==> config.mk <==
export PLATFORM = sky130hd
export DESIGN_NAME = utf8_stream_decoder_flat
export DESIGN_NICKNAME = d
export VERILOG_FILES = /design/src/utf8dec_pkg.sv /design/src/utf8dec_byte_if.sv /design/src/utf8dec_char_if.sv /design/src/utf8dec_front.sv /design/src/utf8dec_queue.sv /design/src/utf8dec_back.sv /design/src/utf8_stream_decoder.sv /design/src/flat_wrapper.sv
export SDC_FILE = /design/constraint.sdc
export NUM_CORES = 1
export LEC_CHECK = 0
export ABC_AREA = 1
export ABC_CLOCK_PERIOD_IN_PS = 7200
export BUFFER_PORTS_ARGS = -buffer_cell sky130_fd_sc_hd__buf_2
export CAP_MARGIN = 20
export CORE_UTILIZATION = 46
export CTS_CLUSTER_DIAMETER = 50
export DETAILED_ROUTE_END_ITERATION = 16
export GPL_ROUTABILITY_DRIVEN = 0
export SLEW_MARGIN = 20
export SYNTH_ARGS = -nofsm -noshare
export SYNTH_HDL_FRONTEND = slang
export SYNTH_SLANG_ARGS = --single-unit
==> constraint.sdc <==
create_clock -name clk -period 7.2 [get_ports clk]
set_clock_uncertainty 0.1 [all_clocks]
set_input_delay 0.72 -clock clk [delete_from_list [all_inputs] [get_ports clk]]
set_output_delay 0.72 -clock clk [all_outputs]
set_load 0.02 [all_outputs]
==> src/utf8dec_pkg.sv <==
package utf8dec_pkg;

  localparam int unsigned CP_W  = 21;
  localparam int unsigned CNT_W = 3;

  localparam logic [CP_W-1:0] MIN_CP_2  = 21'h00_0080;
  localparam logic [CP_W-1:0] MIN_CP_3  = 21'h00_0800;
  localparam logic [CP_W-1:0] MIN_CP_4  = 21'h01_0000;
  localparam logic [CP_W-1:0] MAX_CP    = 21'h10_FFFF;
  localparam logic [CP_W-1:0] SURR_LO   = 21'h00_D800;
  localparam logic [CP_W-1:0] SURR_HI   = 21'h00_DFFF;

  localparam logic [CNT_W-1:0] LEN_NONE = 3'd0;
  localparam logic [CNT_W-1:0] LEN_1    = 3'd1;
  localparam logic [CNT_W-1:0] LEN_2    = 3'd2;
  localparam logic [CNT_W-1:0] LEN_3    = 3'd3;
  localparam logic [CNT_W-1:0] LEN_4    = 3'd4;

  typedef enum logic [2:0] {
    BC_ASCII,
    BC_CONT,
    BC_LEAD2,
    BC_LEAD3,
    BC_LEAD4,
    BC_BAD
  } byte_class_t;

  // One command per accepted byte that yields results: err_count errors,
  // then optionally one tail result.
  typedef struct packed {
    logic [CNT_W-1:0] err_count;
    logic             has_tail;
    logic [CP_W-1:0]  tail_cp;
    logic [CNT_W-1:0] tail_count;
    logic             tail_bad;
    logic             eos;
  } cmd_t;

  function automatic byte_class_t classify(input logic [7:0] b);
    byte_class_t c;
    if (b[7] == 1'b0)             c = BC_ASCII;
    else if (b[7:6] == 2'b10)     c = BC_CONT;
    else if (b[7:5] == 3'b110)    c = BC_LEAD2;
    else if (b[7:4] == 4'b1110)   c = BC_LEAD3;
    else if (b[7:3] == 5'b11110)  c = BC_LEAD4;
    else                          c = BC_BAD;
    return c;
  endfunction

  function automatic logic value_ok(input logic [CP_W-1:0] v, input logic [CNT_W-1:0] len);
    logic ok;
    ok = 1'b1;
    if (len == LEN_2 && v < MIN_CP_2) ok = 1'b0;
    if (len == LEN_3 && v < MIN_CP_3) ok = 1'b0;
    if (len == LEN_4 && v < MIN_CP_4) ok = 1'b0;
    if (v > MAX_CP) ok = 1'b0;
    if (v >= SURR_LO && v <= SURR_HI) ok = 1'b0;
    return ok;
  endfunction

endpackage

==> src/utf8dec_byte_if.sv <==
interface utf8dec_byte_if;
  logic       valid;
  logic       ready;
  logic [7:0] data_byte;
  logic       end_of_string;

  modport source (output valid, output data_byte, output end_of_string, input ready);
  modport sink   (input valid, input data_byte, input end_of_string, output ready);
endinterface

==> src/utf8dec_char_if.sv <==
interface utf8dec_char_if;
  logic                          valid;
  logic                          ready;
  logic [utf8dec_pkg::CP_W-1:0]  code_point;
  logic [utf8dec_pkg::CNT_W-1:0] byte_count;
  logic                          bad_sequence;
  logic                          final_result;

  modport source (output valid, output code_point, output byte_count,
                  output bad_sequence, output final_result, input ready);
  modport sink   (input valid, input code_point, input byte_count,
                  input bad_sequence, input final_result, output ready);
endinterface

==> src/utf8dec_front.sv <==
module utf8dec_front (
  input  logic                  clk,
  input  logic                  rst,
  utf8dec_byte_if.sink          byte_stream,
  input  logic                  queue_ready,
  output logic                  push,
  output utf8dec_pkg::cmd_t     push_cmd
);

  logic [utf8dec_pkg::CP_W-1:0]  partial_value, partial_value_next;
  logic [utf8dec_pkg::CNT_W-1:0] expected_length, expected_length_next;
  logic [utf8dec_pkg::CNT_W-1:0] gathered_bytes, gathered_bytes_next;

  utf8dec_pkg::byte_class_t      cls;
  utf8dec_pkg::cmd_t             cmd;
  logic                          consumed;
  logic                          accept;
  logic [utf8dec_pkg::CP_W-1:0]  acc;
  logic [utf8dec_pkg::CNT_W-1:0] g_inc;

  assign byte_stream.ready = queue_ready;
  assign accept = byte_stream.valid && queue_ready;

  always_comb begin
    partial_value_next   = partial_value;
    expected_length_next = expected_length;
    gathered_bytes_next  = gathered_bytes;
    cmd                  = '0;
    cmd.eos              = byte_stream.end_of_string;
    cmd.tail_count       = utf8dec_pkg::LEN_1;
    consumed             = 1'b0;
    cls                  = utf8dec_pkg::classify(byte_stream.data_byte);
    acc = {partial_value[utf8dec_pkg::CP_W-7:0], byte_stream.data_byte[5:0]};
    g_inc = gathered_bytes + 3'd1;

    if (expected_length != utf8dec_pkg::LEN_NONE) begin
      if (cls == utf8dec_pkg::BC_CONT) begin
        consumed = 1'b1;
        if (g_inc >= expected_length) begin
          if (utf8dec_pkg::value_ok(acc, expected_length)) begin
            cmd.has_tail   = 1'b1;
            cmd.tail_cp    = acc;
            cmd.tail_count = expected_length;
          end else begin
            cmd.err_count = g_inc;
          end
          partial_value_next   = '0;
          expected_length_next = utf8dec_pkg::LEN_NONE;
          gathered_bytes_next  = '0;
        end else if (byte_stream.end_of_string) begin
          // truncated at end of string
          cmd.err_count        = g_inc;
          partial_value_next   = '0;
          expected_length_next = utf8dec_pkg::LEN_NONE;
          gathered_bytes_next  = '0;
        end else begin
          partial_value_next  = acc;
          gathered_bytes_next = g_inc;
        end
      end else begin
        // broken sequence: one error per gathered byte, byte re-read as lead
        cmd.err_count        = gathered_bytes;
        partial_value_next   = '0;
        expected_length_next = utf8dec_pkg::LEN_NONE;
        gathered_bytes_next  = '0;
      end
    end

    if (!consumed) begin
      unique case (cls)
        utf8dec_pkg::BC_ASCII: begin
          cmd.has_tail = 1'b1;
          cmd.tail_cp  = {{(utf8dec_pkg::CP_W-8){1'b0}}, byte_stream.data_byte};
        end
        utf8dec_pkg::BC_LEAD2: begin
          expected_length_next = utf8dec_pkg::LEN_2;
          partial_value_next   = {{(utf8dec_pkg::CP_W-5){1'b0}}, byte_stream.data_byte[4:0]};
          gathered_bytes_next  = utf8dec_pkg::LEN_1;
        end
        utf8dec_pkg::BC_LEAD3: begin
          expected_length_next = utf8dec_pkg::LEN_3;
          partial_value_next   = {{(utf8dec_pkg::CP_W-4){1'b0}}, byte_stream.data_byte[3:0]};
          gathered_bytes_next  = utf8dec_pkg::LEN_1;
        end
        utf8dec_pkg::BC_LEAD4: begin
          expected_length_next = utf8dec_pkg::LEN_4;
          partial_value_next   = {{(utf8dec_pkg::CP_W-3){1'b0}}, byte_stream.data_byte[2:0]};
          gathered_bytes_next  = utf8dec_pkg::LEN_1;
        end
        utf8dec_pkg::BC_CONT, utf8dec_pkg::BC_BAD: begin
          cmd.has_tail = 1'b1;
          cmd.tail_bad = 1'b1;
        end
        default: begin
          cmd.has_tail = 1'b1;
          cmd.tail_bad = 1'b1;
        end
      endcase
      // new lead cut off by end of string: one more error
      if (byte_stream.end_of_string && expected_length_next != utf8dec_pkg::LEN_NONE) begin
        cmd.err_count        = cmd.err_count + 3'd1;
        partial_value_next   = '0;
        expected_length_next = utf8dec_pkg::LEN_NONE;
        gathered_bytes_next  = '0;
      end
    end
  end

  always_ff @(posedge clk) begin
    if (rst) begin
      partial_value   <= '0;
      expected_length <= utf8dec_pkg::LEN_NONE;
      gathered_bytes  <= '0;
    end else if (accept) begin
      partial_value   <= partial_value_next;
      expected_length <= expected_length_next;
      gathered_bytes  <= gathered_bytes_next;
    end
  end

  assign push     = accept && (cmd.has_tail || cmd.err_count != 3'd0);
  assign push_cmd = cmd;

endmodule

==> src/utf8dec_queue.sv <==
module utf8dec_queue #(
  parameter int unsigned Depth = 4
) (
  input  logic              clk,
  input  logic              rst,
  input  logic              push,
  input  utf8dec_pkg::cmd_t push_cmd,
  output logic              not_full,
  input  logic              pop,
  output logic              head_valid,
  output utf8dec_pkg::cmd_t head_cmd
);

  localparam int unsigned PtrW = (Depth > 1) ? $clog2(Depth) : 1;
  localparam int unsigned CntW = $clog2(Depth + 1);
  localparam logic [PtrW-1:0] LastPtr = PtrW'(Depth - 1);
  localparam logic [CntW-1:0] FullCnt = CntW'(Depth);

  utf8dec_pkg::cmd_t  slots [Depth];
  logic [PtrW-1:0]    wr_ptr, rd_ptr;
  logic [CntW-1:0]    count;
  logic               do_push, do_pop;

  assign not_full   = (count != FullCnt);
  assign head_valid = (count != '0);
  assign head_cmd   = slots[rd_ptr];
  assign do_push    = push && not_full;
  assign do_pop     = pop && head_valid;

  always_ff @(posedge clk) begin
    if (do_push) begin
      slots[wr_ptr] <= push_cmd;
    end
  end

  always_ff @(posedge clk) begin
    if (rst) begin
      wr_ptr <= '0;
      rd_ptr <= '0;
      count  <= '0;
    end else begin
      if (do_push) begin
        wr_ptr <= (wr_ptr == LastPtr) ? '0 : wr_ptr + 1'b1;
      end
      if (do_pop) begin
        rd_ptr <= (rd_ptr == LastPtr) ? '0 : rd_ptr + 1'b1;
      end
      if (do_push && !do_pop) begin
        count <= count + 1'b1;
      end else if (do_pop && !do_push) begin
        count <= count - 1'b1;
      end
    end
  end

  a_no_overflow: assert property (@(posedge clk) disable iff (rst)
    count <= FullCnt)
    else $error("queue count beyond depth");

endmodule

==> src/utf8dec_back.sv <==
module utf8dec_back (
  input  logic              clk,
  input  logic              rst,
  input  logic              head_valid,
  input  utf8dec_pkg::cmd_t head_cmd,
  output logic              pop,
  utf8dec_char_if.source    char_stream
);

  logic [1:0]                    idx;
  logic [utf8dec_pkg::CNT_W-1:0] total;
  logic                          last;
  logic                          in_errors;
  logic                          load;

  logic                          out_valid;
  logic [utf8dec_pkg::CP_W-1:0]  out_cp;
  logic [utf8dec_pkg::CNT_W-1:0] out_count;
  logic                          out_bad;
  logic                          out_final;

  assign total     = head_cmd.err_count + {2'b00, head_cmd.has_tail};
  assign last      = ({1'b0, idx} == total - 3'd1);
  assign in_errors = ({1'b0, idx} < head_cmd.err_count);
  assign load      = head_valid && (!out_valid || char_stream.ready);
  assign pop       = load && last;

  always_ff @(posedge clk) begin
    if (rst) begin
      out_valid <= 1'b0;
      idx       <= '0;
    end else begin
      if (!out_valid || char_stream.ready) begin
        out_valid <= head_valid;
      end
      if (load) begin
        idx <= last ? '0 : idx + 2'd1;
      end
    end
  end

  always_ff @(posedge clk) begin
    if (load) begin
      out_final <= head_cmd.eos && last;
      if (in_errors) begin
        out_cp    <= '0;
        out_count <= utf8dec_pkg::LEN_1;
        out_bad   <= 1'b1;
      end else begin
        out_cp    <= head_cmd.tail_bad ? '0 : head_cmd.tail_cp;
        out_count <= head_cmd.tail_count;
        out_bad   <= head_cmd.tail_bad;
      end
    end
  end

  assign char_stream.valid        = out_valid;
  assign char_stream.code_point   = out_cp;
  assign char_stream.byte_count   = out_count;
  assign char_stream.bad_sequence = out_bad;
  assign char_stream.final_result = out_final;

  a_err_shape: assert property (@(posedge clk) disable iff (rst)
    out_valid && out_bad |-> out_cp == '0 && out_count == utf8dec_pkg::LEN_1)
    else $error("error result carries a value");

  a_scalar_ok: assert property (@(posedge clk) disable iff (rst)
    out_valid && !out_bad |-> out_cp <= utf8dec_pkg::MAX_CP &&
      (out_cp < utf8dec_pkg::SURR_LO || out_cp > utf8dec_pkg::SURR_HI))
    else $error("decoded value is not a scalar value");

  a_idx_in_range: assert property (@(posedge clk) disable iff (rst)
    head_valid |-> {1'b0, idx} < total)
    else $error("result index past end of command");

endmodule

==> src/utf8_stream_decoder.sv <==
// Validating UTF-8 decoder. One byte is taken per cycle on byte_stream; each
// byte yields zero to four results on char_stream (a scalar value with its
// byte count, or one error per skipped byte, code point 0). Results leave at
// one per cycle from the output register while char_stream is ready. A command
// queue of QueueDepth entries sits between the byte classifier and the result
// sequencer, so the input keeps taking one byte per cycle as long as the output
// drains and error bursts fit in the queue; a byte that gives several results
// holds its queue entry until the last one is loaded into the output register.
// final_result marks the last result of a byte that carried end_of_string.
module utf8_stream_decoder #(
  parameter int unsigned QueueDepth = 4
) (
  input  logic           clk,
  input  logic           rst,
  utf8dec_byte_if.sink   byte_stream,
  utf8dec_char_if.source char_stream
);

  logic              push, not_full, pop, head_valid;
  utf8dec_pkg::cmd_t push_cmd, head_cmd;

  utf8dec_front u_front (
    .clk         (clk),
    .rst         (rst),
    .byte_stream (byte_stream),
    .queue_ready (not_full),
    .push        (push),
    .push_cmd    (push_cmd)
  );

  utf8dec_queue #(
    .Depth (QueueDepth)
  ) u_queue (
    .clk        (clk),
    .rst        (rst),
    .push       (push),
    .push_cmd   (push_cmd),
    .not_full   (not_full),
    .pop        (pop),
    .head_valid (head_valid),
    .head_cmd   (head_cmd)
  );

  utf8dec_back u_back (
    .clk         (clk),
    .rst         (rst),
    .head_valid  (head_valid),
    .head_cmd    (head_cmd),
    .pop         (pop),
    .char_stream (char_stream)
  );

endmodule

==> src/flat_wrapper.sv <==
// flat-port wrapper written by rule: the top's interface ports become plain ports
module utf8_stream_decoder_flat 
#(
  parameter int unsigned QueueDepth = 4
)
  (clk, rst, byte_stream_valid, byte_stream_data_byte, byte_stream_end_of_string, byte_stream_ready, char_stream_valid, char_stream_code_point, char_stream_byte_count, char_stream_bad_sequence, char_stream_final_result, char_stream_ready);
  utf8dec_byte_if byte_stream_i ();
  utf8dec_char_if char_stream_i ();
  input  logic clk;
  input  logic rst;
  input wire logic [$bits(byte_stream_i.valid)-1:0] byte_stream_valid;
  input wire logic [$bits(byte_stream_i.data_byte)-1:0] byte_stream_data_byte;
  input wire logic [$bits(byte_stream_i.end_of_string)-1:0] byte_stream_end_of_string;
  output wire logic [$bits(byte_stream_i.ready)-1:0] byte_stream_ready;
  output wire logic [$bits(char_stream_i.valid)-1:0] char_stream_valid;
  output wire logic [$bits(char_stream_i.code_point)-1:0] char_stream_code_point;
  output wire logic [$bits(char_stream_i.byte_count)-1:0] char_stream_byte_count;
  output wire logic [$bits(char_stream_i.bad_sequence)-1:0] char_stream_bad_sequence;
  output wire logic [$bits(char_stream_i.final_result)-1:0] char_stream_final_result;
  input wire logic [$bits(char_stream_i.ready)-1:0] char_stream_ready;
  assign byte_stream_i.valid = byte_stream_valid;
  assign byte_stream_i.data_byte = byte_stream_data_byte;
  assign byte_stream_i.end_of_string = byte_stream_end_of_string;
  assign byte_stream_ready = byte_stream_i.ready;
  assign char_stream_valid = char_stream_i.valid;
  assign char_stream_code_point = char_stream_i.code_point;
  assign char_stream_byte_count = char_stream_i.byte_count;
  assign char_stream_bad_sequence = char_stream_i.bad_sequence;
  assign char_stream_final_result = char_stream_i.final_result;
  assign char_stream_i.ready = char_stream_ready;
  utf8_stream_decoder #(.QueueDepth(QueueDepth)) u_core (.clk(clk), .rst(rst), .byte_stream(byte_stream_i), .char_stream(char_stream_i));
endmodule
==> results of run 1 <==
## metal layers
layer	global-route usage	vias up	routed length, µm
met5	0	-	0
li1	-	2655	-
met4	0.0792	0	253
met3	0.0327	21	1000
met1	0.265	2620	7750
met2	0.348	182	8410
## cell type report
class | count | area [µm²]
flip-flops and latches | 179 | 5040
inverters | 73 | 275
well taps | 220 | 275
clock buffers | 21 | 440
repair buffers | 50 | 295
multi-input cells | 473 | 2390
clock inverters | 10 | 205
fillers | 1451 | 7660
## path summary, 6_finish.rpt
path / start / to / slack (ns) / depth (start not counted)
hold reg to reg: u_core.u_front.partial_value[13]$_SDFFE_PP0P_ / u_core.u_front.partial_value[13]$_SDFFE_PP0P_ / 0.37 / 2
setup / recovery: u_core.u_front.gathered_bytes[0]$_SDFFE_PP0P_ / u_core.u_queue.count[2]$_SDFFE_PP0P_ / 3.06 / 29
setup reg to reg: u_core.u_front.gathered_bytes[0]$_SDFFE_PP0P_ / u_core.u_queue.count[2]$_SDFFE_PP0P_ / 3.06 / 29
hold / removal: u_core.u_front.partial_value[13]$_SDFFE_PP0P_ / u_core.u_front.partial_value[13]$_SDFFE_PP0P_ / 0.37 / 2
## critical path, delay by kind of cell (launching register included)
kind / cells / cell delay, ns
DFF: 1 / 0.36
AOI/OAI and AO/OA: 2 / 0.20
xor gates and xnor gates: 1 / 0.20
adders and majority gates: 5 / 1.19
and+or+nand+nor: 17 / 1.69
buffers and inverters: 4 / 0.30
## cell families (layout without fill, tap and decap cells)
family / Yosys count / in the layout
DFF: 179 / 179
buffers and inverters: 103 / 154
adders and majority gates: 15 / 15
and+or+nand+nor: 299 / 299
xor gates and xnor gates: 5 / 5
AOI/OAI and AO/OA: 154 / 154
## registers in the layout, summed over array words and instances, names as in the netlist, named ones only
signal and count:
u_core.u_queue.slots 120, u_core.u_back.idx 2, u_core.u_queue.count 3, u_core.u_back.char_stream.final_result 1
u_core.u_front.expected_length 3, u_core.u_back.char_stream.code_point 21, u_core.u_queue.wr_ptr 2, u_core.u_back.char_stream.byte_count 3
u_core.u_back.char_stream.bad_sequence 1, u_core.u_front.gathered_bytes 3, u_core.u_front.partial_value 15, u_core.u_queue.rd_ptr 2
u_core.u_back.char_stream.valid 1
## where the power goes
group | internal, mW | switching (mW)
logic | 0.200 | 0.466
clock network | 0.648 | 0.365
registers | 1.31 | 0.0455
total | 2.16 | 0.877
## placed cells by master, fill, tap and decap left out, drive strengths merged, types with 13 or more instances in the layout
cell      n
dfxtp    33
ha       14
nand3    14
nor2    161
nand2   113
clkbuf   21
edfxtp  146
o22ai    13
o21ai    64
buf      50
inv      71
a21oi    55
==> metrics.md, run 1 <==
| Metric | Value |
|---|---|
| Status | finished clean |
| I/O Buffers | 40 |
| Crit path DAT | 4.35 ns |
| DRT Wirelength | 17400 µm |
| WS Path Type | reg2reg |
| Area share of fa/ha/maj cells after synthesis | 0.0250 |
| CTS clk-pin slew, worst paths | 0.07 ns |
| Post-DP HPWL | 10900 µm |
| Die X | 132 µm |
| Fmax | 242 MHz |
| Pwr dens | 341 nW/µm² |
| Simple logic cell fraction of the synthesized area | 0.161 |
| Fin crit share | 0.575 |
| Routed WL per cell | 17.0 µm |
| Post-synthesis mux area share | 0 |
| Final hold slack | 0.371 ns |
| Finished Cell Area | 8920 µm² |
| Htree depth | 4 |
| Async S/R FF share, synth | 0 |
| Yosys Warn Count | 0 |
| Cts repair resizes | 0 |
| First-pass GRT wire length | 27200 µm |
| # clock sinks | 179 |
| Unique masters post-synth | 44 |
| Endpoints failing setup | 0 |
| Placed Area | 8250 µm² |
| Worst Max-Slew Pin Slew | 0.816 ns |
| FP Rows | 47 |
| Total Power | 3.04 mW |
| CTS Buffer Depth | 2 |
| Die height | 132 µm |
| Compound-cell area share of the yosys netlist | 0.111 |
| Gr usage total | 0.205 |
| Post-route DRC | 0 |
| Overflow after GRT | 0 |
| Max incr delay on CP | 0.36 ns |
| Number of synthesized flops with an enable pin | 146 |
| Rel. slew slack | 0.454 |
| Cell taking the most area after synthesis | edfxtp_1 |
| Setup TNS | 0 ns |
| Minimum clock period | 4.14 ns |
| Area delta synth->final | 14.4% |
| Post-CTS Setup Repair Bufs | 0 |
| Share of cells above drive strength 1 | 0.138 |
| Post-synthesis cell count | 755 |
| Detail Route Antenna Nets | 0 |
| Root Driver | clkbuf_16 |
| CP startpoint kind | flop |
| Most instantiated cells after synthesis | nor2_1 (154), edfxtp_1 (146), nand2_1 (103) |
| PnR worst setup slack | 3.06 ns |
| Core Region | 16600 µm² |
| Inserted Clock Buffers | 17 |
| P_leak | 3.35 nW |
| Synth Flop Type | edfxtp_1 |
| Slowest-stage cell, CP | dfxtp_1 |
| Post-synth top area share | 0.562 |
| Layout net count | 822 |
| Post-Synth XOR/XNOR Area | 0.00561 |
| Vias/cell | 5.34 |
| # IOs | 41 |
| Seq cells post-synth | 179 |
| Crit-path most repeated cell | nand2_1 |
| Slew Limit Fails | 0 |
| Final hold violations | 0 |
| Mapped Area | 7800 µm² |
| CTS tree | done |
| Die area | 17500 µm² |
| Worst EP required | 7.41 ns |
| Initial Util | 0.470 |
| Via count | 5478 |
| Dpl ws | 3.17 ns |
| Avg Cell Area, Syn | 10.3 µm² |
| Synth Net Count | 783 |
| Largest net degree at the start of global routing | 62 |
| Inst Count DP | 994 |
| # hold bufs at CTS | 0 |
| Sequential share of the synthesized area | 0.647 |
| Top-count cell post-synth | nor2_1 |
| Core Util, Final | 0.538 |
| Initial antenna violation count | 0 |
| Class of the worst hold path | reg2reg |
| IR Drop Worst-Case VDD | 0.181 mV |
| Worst setup EP type | flop |
| First DRT Iteration DRCs | 416 |
| Vias in the first global route | 5301 |
| Clk_lat worst skew | 0.43 ns |
| Post-Layout Cell Count | 1026 |
| Top area cells in the synthesized netlist | edfxtp_1 (56%), dfxtp_1 (8.5%), nor2_1 (7.4%), nand2_1 (5.0%), o21ai_0 (4.0%) |
| RSZ-0062 raised after global routing | no |
| Max cap viols | 0 |
| Max FO, Critical Path | 6 |
| Largest family of logic cells by synthesized area | simple AND/OR/NAND/NOR gates |
| Diodes inserted | 0 |
| DRT Pass-1 Iters | 5 |
(Power assumes the default switching activity.)
==> run 2, diff against run 1 <==
--- a/config.mk
+++ b/config.mk
@@ -6,7 +6,7 @@
 export NUM_CORES = 1
 export LEC_CHECK = 0
 export ABC_AREA = 1
-export ABC_CLOCK_PERIOD_IN_PS = 7200
+export ABC_CLOCK_PERIOD_IN_PS = 4300
 export BUFFER_PORTS_ARGS = -buffer_cell sky130_fd_sc_hd__buf_2
 export CAP_MARGIN = 20
 export CORE_UTILIZATION = 46
==> constraint.sdc (replaced) <==
create_clock -name clk -period 4.3 [get_ports clk]
set_clock_uncertainty 0.1 [all_clocks]
set_input_delay 0.43 -clock clk [delete_from_list [all_inputs] [get_ports clk]]
set_output_delay 0.43 -clock clk [all_outputs]
set_load 0.02 [all_outputs]
==> run 2 against run 1 <==
Power rose by 61%; sequential cell count stayed put; critical endpoint unchanged; utilization up 0.26 points; critical path type unchanged; sequential share of layout area down 0.25 points; sequential power rose by 68%; clock-buffer cell count decreased by 2.
==> metrics.md, run 2 (synthesis gave the netlist of run 1 again) <==
| Metric | Value |
|---|---|
| I/O Buffers | 40 |
| Overflow after GRT | 0 |
| CTS tree | done |
| Clk_lat worst skew | 0.43 ns |
| Slowest-stage cell, CP | fa_1 |
| Final hold slack | 0.208 ns |
| Detail Route Antenna Nets | 0 |
| Post-route DRC | 0 |
| Rel. slew slack | 0.415 |
| Slew Limit Fails | 0 |
| Die height | 132 µm |
| Setup TNS | 0 ns |
| R2r setup slk | 0.28 ns |
| CTS clk-pin slew, worst paths | 0.07 ns |
| Worst hold path endpoint | u_core.u_queue.slots[1][0]$_DFFE_PP_ |
| Htree depth | 4 |
| Most frequent cells in the layout | nor2_1 (149), edfxtp_1 (146), nand2_1 (101) |
| Layout net count | 825 |
| Fmax | 249 MHz |
| Fin crit share | 0.935 |
| Hold path start | byte_stream_end_of_string |
| Die X | 132 µm |
| WS Path Type | reg2reg |
| Worst EP required | 4.55 ns |
| FP Rows | 47 |
| Max cap viols | 0 |
| # hold bufs at CTS | 0 |
| Diodes inserted | 0 |
| Biggest register | u_core.u_queue.slots |
| Share of cells above drive strength 1 | 0.156 |
| P_leak | 3.33 nW |
| Core Region | 16600 µm² |
| Max FO, Critical Path | 6 |
| Status | finished clean |
| Endpoints failing setup | 0 |
| First-pass GRT wire length | 28200 µm |
| Area delta synth->final | 14.9% |
| Via count | 5541 |
| Reg2Reg Launch Point | u_core.u_front.gathered_bytes[0]$_SDFFE_PP0P_ |
| Cts repair resizes | 0 |
| Die area | 17500 µm² |
| CTS Buffer Depth | 2 |
| Class of the worst hold path | in2reg |
| Most common cell after layout, fill and taps aside | nor2_1 |
| Final hold violations | 0 |
| Worst setup EP type | flop |
| Initial Util | 0.470 |
| Reg2reg path depth | 31 |
| Minimum clock period | 4.02 ns |
| Core Util, Final | 0.541 |
| DRT Pass-1 Iters | 5 |
| First DRT Iteration DRCs | 400 |
| # clock sinks | 179 |
| Post-CTS Setup Repair Bufs | 0 |
| DRT Wirelength | 17300 µm |
| Inserted Clock Buffers | 17 |
| Vias/cell | 5.38 |
| Initial antenna violation count | 0 |
| # IOs | 41 |
| Crit path DAT | 4.27 ns |
| RR Endpoint | u_core.u_queue.count[2]$_SDFFE_PP0P_ |
| Pwr dens | 545 nW/µm² |
| Routed WL per cell | 16.8 µm |
| Largest net degree at the start of global routing | 31 |
| Worst Max-Slew Pin Slew | 0.877 ns |
| Number of flip-flops in the largest register | 120 |
| Gr usage total | 0.211 |
| Root Driver | clkbuf_16 |
| Vias in the first global route | 5436 |
| Hold Path Cell Cnt | 1 |
| IR Drop Worst-Case VDD | 0.304 mV |
| CP startpoint kind | flop |
| Crit-path most repeated cell | nand2_1 |
| Max incr delay on CP | 0.43 ns |
| Post-DP HPWL | 11200 µm |
run 2: cell type report:
| cell class | count | area, µm² |
|---|---|---|
| repair buffers | 53 | 348 |
| clock inverters | 13 | 136 |
| flip-flops and latches | 179 | 5050 |
| well taps | 220 | 275 |
| inverters | 73 | 275 |
| clock buffers | 19 | 433 |
| multi-input cells | 473 | 2450 |
| fillers | 1446 | 7620 |
run 2: worst max-delay path by stage:
stage,endpoint,start,slack (ns)
after global routing,u_core.u_queue.count[2]$_SDFFE_PP0P_,u_core.u_front.gathered_bytes[0]$_SDFFE_PP0P_,-0.004
after floorplan,u_core.u_queue.slots[0][0]$_DFFE_PP_,u_core.u_front.gathered_bytes[0]$_SDFFE_PP0P_,-0.03
final,u_core.u_queue.count[2]$_SDFFE_PP0P_,u_core.u_front.gathered_bytes[0]$_SDFFE_PP0P_,0.28
after detailed placement,u_core.u_queue.count[2]$_SDFFE_PP0P_,u_core.u_front.gathered_bytes[0]$_SDFFE_PP0P_,0.16
after CTS,u_core.u_queue.count[2]$_SDFFE_PP0P_,u_core.u_front.gathered_bytes[0]$_SDFFE_PP0P_,0.14
after global placement,u_core.u_queue.count[2]$_SDFFE_PP0P_,u_core.u_front.gathered_bytes[0]$_SDFFE_PP0P_,0.45
run 2: worst max-delay path: cells and delay by family (launching register included):
| family | cells | cell delay, ns |
|---|---|---|
| AND/OR/NAND/NOR | 18 | 1.42 |
| adder cells (fa/ha/maj) | 5 | 1.28 |
| flip-flops | 1 | 0.38 |
| buffers and inverters | 5 | 0.38 |
| AO/OA/AOI/OAI | 2 | 0.24 |
| XOR/XNOR | 1 | 0.12 |
run 2: stage by stage:
step	total power, mW	std cells	setup slack [ns]	cell area (µm²)
2_1_floorplan	3.05	755	-0.0310	7800
3_3_place_gp	3.40	998	0.455	8330
4_1_cts	4.91	1030	0.144	8900
3_5_place_dp	3.43	998	0.157	8330
6_report	4.88	1030	0.278	8970
5_1_grt	5.13	1030	-0.00368	8970
run 2: routing by layer:
metal	vias up	share of wire	GRT usage
met5	-	0	0
met4	0	0.020	0.0792
li1	2661	-	-
met1	2683	0.46	0.286
met3	32	0.054	0.0404
met2	165	0.47	0.340
run 2: where the power goes:
group | switching (mW) | internal [mW] | leakage (nW)
Sequential | 0.0790 | 2.20 | 1.63
Clock | 0.636 | 0.852 | 0.259
Combinational | 0.782 | 0.334 | 1.44
==> run 3, diff against run 2 <==
--- a/config.mk
+++ b/config.mk
@@ -6,7 +6,7 @@
 export NUM_CORES = 1
 export LEC_CHECK = 0
 export ABC_AREA = 1
-export ABC_CLOCK_PERIOD_IN_PS = 4300
+export ABC_CLOCK_PERIOD_IN_PS = 5100
 export BUFFER_PORTS_ARGS = -buffer_cell sky130_fd_sc_hd__buf_2
 export CAP_MARGIN = 20
 export CORE_UTILIZATION = 46
==> constraint.sdc (replaced) <==
create_clock -name clk -period 5.1 [get_ports clk]
set_clock_uncertainty 0.1 [all_clocks]
set_input_delay 0.51 -clock clk [delete_from_list [all_inputs] [get_ports clk]]
set_output_delay 0.51 -clock clk [all_outputs]
set_load 0.02 [all_outputs]
==> run 3 against run 2 <==
Sequential cell count is the same; die area is the same; clock-buffer cell count shrank 2; final cell count shrank 0.29%; critical path type unchanged; critical endpoint unchanged.
==> metrics.md, run 3 (synthesis gave the netlist of run 1 again) <==
| Metric | Value |
|---|---|
| Status | finished clean |
| Largest net degree at the start of global routing | 57 |
| Post-CTS Setup Repair Bufs | 0 |
| Layout net count | 822 |
| Fmax | 240 MHz |
| I/O Buffers | 40 |
| Post-Layout Cell Count | 1027 |
| Routed WL per cell | 16.7 µm |
| Number of flip-flops in the largest register | 120 |
| Minimum clock period | 4.16 ns |
| FP Rows | 47 |
| R2r setup slk | 0.94 ns |
| Detail Route Antenna Nets | 0 |
| Sw Share | 0.299 |
| Fill cells | 1444 |
| Vias in the first global route | 5223 |
| Final hold violations | 0 |
| # IOs | 41 |
| First DRT Iteration DRCs | 406 |
| DRT Wirelength | 17100 µm |
| Max incr delay on CP | 0.44 ns |
| Crit-path most repeated cell | nand2_1 |
| Initial antenna violation count | 0 |
| Pwr dens | 473 nW/µm² |
| Htree depth | 4 |
| Area delta synth->final | 14.0% |
| Inst Count DP | 994 |
| Post-route DRC | 0 |
| Worst Max-Slew Pin Slew | 0.916 ns |
| Die X | 132 µm |
| Core Region | 16600 µm² |
| Most frequent cells in the layout | nor2_1 (150), edfxtp_1 (146), nand2_1 (103) |
| WS Path Type | reg2reg |
| Slowest-stage cell, CP | fa_1 |
| Fin crit share | 0.816 |
| Class of the worst hold path | in2reg |
| Post-DP HPWL | 10800 µm |
| Sw Pwr | 1.26 mW |
| # clock sinks | 179 |
| Logic pwr share | 0.224 |
| Die height | 132 µm |
| Slew Limit Fails | 0 |
| Cell internal pwr | 2.95 mW |
| Overflow after GRT | 0 |
| Endpoints failing setup | 0 |
| Diodes inserted | 0 |
| CP startpoint kind | flop |
| IR Drop Worst-Case VDD | 0.267 mV |
| Sequential share of power | 0.456 |
| CTS clk-pin slew, worst paths | 0.07 ns |
| DRT Pass-1 Iters | 5 |
| Cts repair resizes | 0 |
| Clk_lat worst skew | 0.43 ns |
| Max FO, Critical Path | 6 |
| Inserted Clock Buffers | 17 |
| Initial Util | 0.470 |
| Root Driver | clkbuf_16 |
| P_leak | 3.34 nW |
| Gr usage total | 0.207 |
| Vias/cell | 5.35 |
| CTS Buffer Depth | 2 |
| Max cap viols | 0 |
| Most common cell after layout, fill and taps aside | nor2_1 |
| Setup TNS | 0 ns |
| Share of cells above drive strength 1 | 0.144 |
| First-pass GRT wire length | 27300 µm |
| CTS tree | done |
| Rel. slew slack | 0.389 |
| Die area | 17500 µm² |
| Biggest register | u_core.u_queue.slots |
| Clock power frac | 0.320 |
| Worst setup EP type | flop |
| Worst EP required | 5.36 ns |
| Crit path DAT | 4.42 ns |
| Via count | 5494 |
| RSZ-0062 raised after global routing | no |
| # hold bufs at CTS | 0 |
run 3: cell types whose count changed in the layout (fill, tap and decap cells not counted), sizes merged:
cell | before | now
clkinv | 7 | 12
clkinvlp | 6 | 2
buf | 53 | 50
bufinv | 2 | 4
clkbuf | 19 | 17
inv | 71 | 70
run 3: final timing paths:
kind,to,startpoint,depth (start not counted)
max,u_core.u_queue.count[2]$_SDFFE_PP0P_,u_core.u_front.gathered_bytes[0]$_SDFFE_PP0P_,30
min,u_core.u_queue.slots[1][0]$_DFFE_PP_,byte_stream_end_of_string,1
max reg2reg,u_core.u_queue.count[2]$_SDFFE_PP0P_,u_core.u_front.gathered_bytes[0]$_SDFFE_PP0P_,30
min reg2reg,u_core.u_front.partial_value[13]$_SDFFE_PP0P_,u_core.u_front.partial_value[13]$_SDFFE_PP0P_,2
run 3: per-layer routing:
metal	routed length [µm]	vias up	track usage	share of wire
met4	258	0	0.0843	0.015
met3	827	26	0.0438	0.048
met1	7960	2653	0.281	0.47
met2	8060	152	0.324	0.47
met5	0	-	0	0
li1	-	2663	-	-
run 3: per-stage QoR:
stage | hold WS (ns) | power (mW) | area, µm² | util | worst slack [ns]
floorplan | 0.345 | 2.57 | 7800 | - | 0.769
global placement | 0.356 | 2.84 | 8250 | 0.498 | 1.26
detailed placement | 0.363 | 2.88 | 8250 | 0.498 | 1.02
CTS | 0.281 | 4.22 | 8870 | 0.535 | 0.994
global route | 0.284 | 4.41 | 8890 | 0.536 | 0.564
finish | 0.305 | 4.21 | 8890 | 0.536 | 0.941
run 3: cell type report:
| cell class | count | area, µm² | share of cell area |
|---|---|---|---|
| Clock buffer | 17 | 425 | 0.0478 |
| Tap cell | 220 | 275 | 0.0310 |
| Clock inverter | 15 | 190 | 0.0214 |
| Inverter | 73 | 275 | 0.0310 |
| Multi-Input combinational cell | 473 | 2390 | 0.268 |
| Sequential cell | 179 | 5040 | 0.567 |
| Timing Repair Buffer | 50 | 295 | 0.0332 |
run 3: power groups by stage:
| stage | combinational, mW | sequential, mW | clock [mW] |
|---|---|---|---|
| detailed placement | 0.920 | 1.96 | 0 |
| CTS | 0.923 | 1.93 | 1.37 |
| floorplan | 0.478 | 2.09 | 0 |
| global placement | 0.894 | 1.95 | 0 |
| global route | 1.04 | 1.94 | 1.43 |
| finish | 0.942 | 1.92 | 1.35 |
run 3: worst max-delay path, delay by kind of cell (launching register included):
kind,cells,cell delay [ns]
xor+xnor,1,0.19
simple gates,18,1.68
flops,1,0.36
buf+inv,4,0.26
compound gates,2,0.20
fa+ha+maj,5,1.30
